<file path="src/design/bfle_ram.sv">
module bfle_ram #(
  parameter int WIDTH = 8,
  parameter int DEPTH = 16
) (
  input  logic                     clk,
  input  logic                     we,
  input  logic [$clog2(DEPTH)-1:0] waddr,
  input  logic [WIDTH-1:0]         wdata,
  input  logic [$clog2(DEPTH)-1:0] raddr,
  output logic [WIDTH-1:0]         rdata
);

  logic [WIDTH-1:0] mem [DEPTH];

  // Single write port, registered read
  always_ff @(posedge clk) begin
    if (we) begin
      mem[waddr] <= wdata;
    end
    rdata <= mem[raddr];
  end

endmodule

</file>
<file path="config.mk">
export PLATFORM = sky130hd
export DESIGN_NAME = bfle_ram
export DESIGN_NICKNAME = d
export VERILOG_FILES = /design/src/design/bfle_ram.sv
export SDC_FILE = /design/constraint.sdc
export NUM_CORES = 1
export LEC_CHECK = 0
export ABC_CLOCK_PERIOD_IN_PS = 2500
export BUFFER_PORTS_ARGS = -buffer_cell sky130_fd_sc_hd__buf_4
export CORE_UTILIZATION = 55
export DETAILED_ROUTE_END_ITERATION = 16
export GPL_TIMING_DRIVEN = 0
export PLACE_DENSITY = 0.81
export SLEW_MARGIN = 5
export SYNTH_ARGS = -nofsm -noshare
export SYNTH_HDL_FRONTEND = slang
export SYNTH_SLANG_ARGS = --single-unit
export TNS_END_PERCENT = 100
</file>
<file path="constraint.sdc">
create_clock -name clk -period 2.5 [get_ports clk]
set_input_delay 0.375 -clock clk [delete_from_list [all_inputs] [get_ports clk]]
set_output_delay 0.375 -clock clk [all_outputs]
set_load 0.05 [all_outputs]
</file>
# == Word level (Yosys, flattened, before mapping) ==
# Memories as Yosys holds them, arrays and structs flattened. A register that Yosys moved wholly into a read port is not among the register bits.
# Index checks and enable logic that the tools add are counted.
# classes
muxes,2
# op_table
operator,count
$mux W1,2
# totals
ff_bits,0
ramBits,128
inputBits,18
out_inout_bits,8
n_memories,1
# mem_list
memory,words,width,rd,rd_ports_with_merged_regs,wr,line_no,source
mem,16,8,1,1,1,13,logic [WIDTH-1:0] mem [DEPTH];

# == Longest topological paths before layout ==
# logic_depth
word_depth,2
ltp_mapped,5

# == Worst setup path before layout ==
# OpenSTA, ideal clock, no wires.
# synth_timing
kind,input to register
from,in waddr[2]
to,"mem mem[0][0], enable pin"
setup_ns,0.383
arrival_time_ns,1.485
t_required_ns,2.117
path_slack_ns,0.632
cell_stages,2
path_buffers,0
cell_sequence,or3b_2 nor3_1
# synth_rtl
element,line_no,source
from (decl),7,"input logic [$clog2(DEPTH)-1:0] waddr,"
to (decl),13,
# Straight into the memory's write port.

# == Worst setup path after layout ==
# layout_timing
from,in waddr[2]
to,"mem mem[8][6], enable pin"
# Straight into the memory's write port.

==> summary.md <==
| Metric | Value |
|---|---|
| Largest net degree at the start of global routing | `17` |
| Max_cap viols | `0` |
| Post-CTS Setup Bufs | `0` |
| Ys Warns | `0` |
| Cells after synthesis | `229` |
| Max frequency | `621 MHz` |
| Top-count cell post-synth | `edfxtp_1` |
| DP HPWL | `slightly below 6000 microns` |
| Cts bufs inserted | `17` |
| Die H | `98.7 microns` |
| CTS resizes | `0` |
| PwrDens | `901 mW/mm^2` |
| Routed Wire Length | `9720 microns` |
| Area Growth Syn to Fin | `18.6%` |
| Initial antenna violation count | `0` |
| Area leader, netlist | `edfxtp_1` |
| Row cnt | `34` |
| Clk_skew | `about 7.2 ps` |
| Hold_sp | `wdata[3]` |
| Worst vdd ir | `0.422 mV` |
| Max clock buf depth | `2` |
| Number of synthesized flops with an enable pin | `about 130` |
| FF-to-FF Start | `mem[4][3]` |
| Number of synthesized register bits | `136` |
| Worst-margin pin slew | `between 1000 and 1500 ps` |
| Layout cells sized above 1 | `a little under 30%` |
| Synth cell types | `19` |
| Layout fillers | `530` |
| Asr flop ratio synth | `0%` |
| Slew HR | `18.0%` |
| Number of DRC markers in iteration 0 | `290` |
| CTS tree | `yes` |
| Core area | `0.00889 sq mm` |
| RSZ-0062 raised after global routing | `no` |
| Outcome | `completed` |
| Io pins | `26` |
| Final hold slack | `186 ps` |
| Num Clock Sinks | `136` |
| DIE WIDTH | `98.7 microns` |
| H-tree depth | `4` |
| WL/cell | `24.7 microns` |
| Netlist Area Pre-Place | `between 0.005 and 0.006 sq mm` |
| Synthesized Nets | `247` |
| Layout Nets | `between 200 and 300` |
| Clk slew on worst S/H paths | `60 ps` |
| Final Max Tran Viols | `0` |
| Dominant cells by area after synthesis | `edfxtp_1 75%, mux4_2 7.9%, mux4_1 7.1%` |
| DR vias | `2428` |
| Number of global-route vias before repair | `2416` |
| CTS Hold Bufs | `0` |
| Synth cell count leaders | `128 x edfxtp_1, 18 x mux4_2, 16 x a22oi_1, 14 x mux4_1, 13 x nor2_1` |
| Required time of the worst setup path | `2620 ps` |
| Final setup TNS | `0 ps` |
| First-pass GRT wire length | `14700 microns` |
| All-layer global routing usage | `between 20% and 30%` |
| CP endpoint kind | `flop` |
| Die area | `0.00975 sq mm` |
| Routed Antenna Nets | `0` |
| Synth top area share | `74.7%` |
| Final setup viols | `0` |
| DRC | `0` |
| Crit start category | `input pin` |
| Routed vias/inst | `6.18` |
| Setup CP Type | `in2reg` |
| Post-Syn Area per Cell | `between 20 and 25 sq um` |
| Hold Path Class | `in2reg` |
| DP Area | `0.00546 sq mm` |
| Global placement routability congestion | `0.763` |
| Final instance area | `0.00611 sq mm` |
| Critical path fanouts, max | `8` |
| Initial Util | `57.9%` |
| Worst Path Arrival | `1730 ps` |
| Clock Root Buffer | `clkbuf_8` |
| Gr ovfl total | `0` |
| Diodes inserted | `0` |
| Port bufs | `24` |
| Leak | `2.06 nW` |
| Fin crit share | `64.4%` |
| DR pass1 iterations | `4` |
| Clk_lat worst skew | `510 ps` |
| Register area share after synthesis | `77.8%` |
| Synth Flop Type | `edfxtp_1` |
| Setup crit start | `waddr[2]` |
| Hold Vio Cnt, Final | `0` |
| Tmin final | `between 1500 and 2000 ps` |
-- per-layer routing --
metal / up-vias / track usage [%] / share of wire, % / wire (microns)
met5: - / 0 / 0 / 0
met4: 0 / 8.84 / 1.7 / 166
met3: 11 / 6.74 / 8.9 / 861
met2: 108 / 33.2 / 48 / 4630
met1: 1252 / 32.3 / 42 / 4060
li1: 1057 / - / - / -
-- cell usage in the layout, fill, tap and decap left out, drive strengths merged, types with 3 or more instances in the layout --
master / instances
edfxtp: 128
mux4: 32
a22oi: 16
clkinvlp: 3
dfxtp: 8
clkinv: 4
nor3: 4
nor2: 13
clkdlybuf4s25: 3
nand2: 9
buf: 31
bufinv: 5
clkbuf: 20
-- worst paths after layout --
path                            cells after the start  slack (ps)         to
worst max-delay path                                3         890  mem[8][6]
worst min-delay path                                1         190  mem[4][3]
worst max register to register                      3        1080   rdata[3]
worst min register to register                      3         680   rdata[2]
-- through the flow --
| stage | std cells | setup slack [ps] | util (%) | total power, W |
|---|---|---|---|---|
| 5_1_grt | 393 | 842 | 68.7 | 0.00565 |
| 2_1_floorplan | 229 | 632 | - | 0.00279 |
| 6_report | 393 | 891 | 68.7 | 0.00550 |
| 3_3_place_gp | 361 | 102 | 61.4 | 0.00290 |
| 4_1_cts | 393 | 525 | 68.6 | 0.00553 |
| 3_5_place_dp | 361 | 47.7 | 61.4 | 0.00292 |
-- layout make-up --
cell class	count	area [sq um]	share of cell area, %
tap	108	135	2.21
sequential	136	4000	65.6
multi-input combinational	83	1070	17.5
clock buffer	20	435	7.13
timing repair buffer	24	180	2.95
buffer	10	86.3	1.41
clock inverter	12	199	3.26
-- flip-flops by register name (all words and copies together) (netlist names) --
name	cells
mem	128
rdata	8
-- cells by family after synthesis --
| group | share of synthesized area, % |
|---|---|
| DFF | 77.8 |
| and+or+nand+nor | 3.18 |
| muxes | 15.0 |
| AOI/OAI and AO/OA | 2.33 |
| buffers and inverters | 1.68 |
-- critical path: stages --
cell and delay [ps]:
buf_4 120, nand3b_1 250, nor3_1 980
-- power breakdown --
part	switching, W	internal, W	leakage (nW)
Sequential	0.0000133	0.00255	1.22
Combinational	0.000192	0.000118	0.537
Clock	0.000885	0.00174	0.299
No activity file was read; power rests on OpenSTA's default activity.
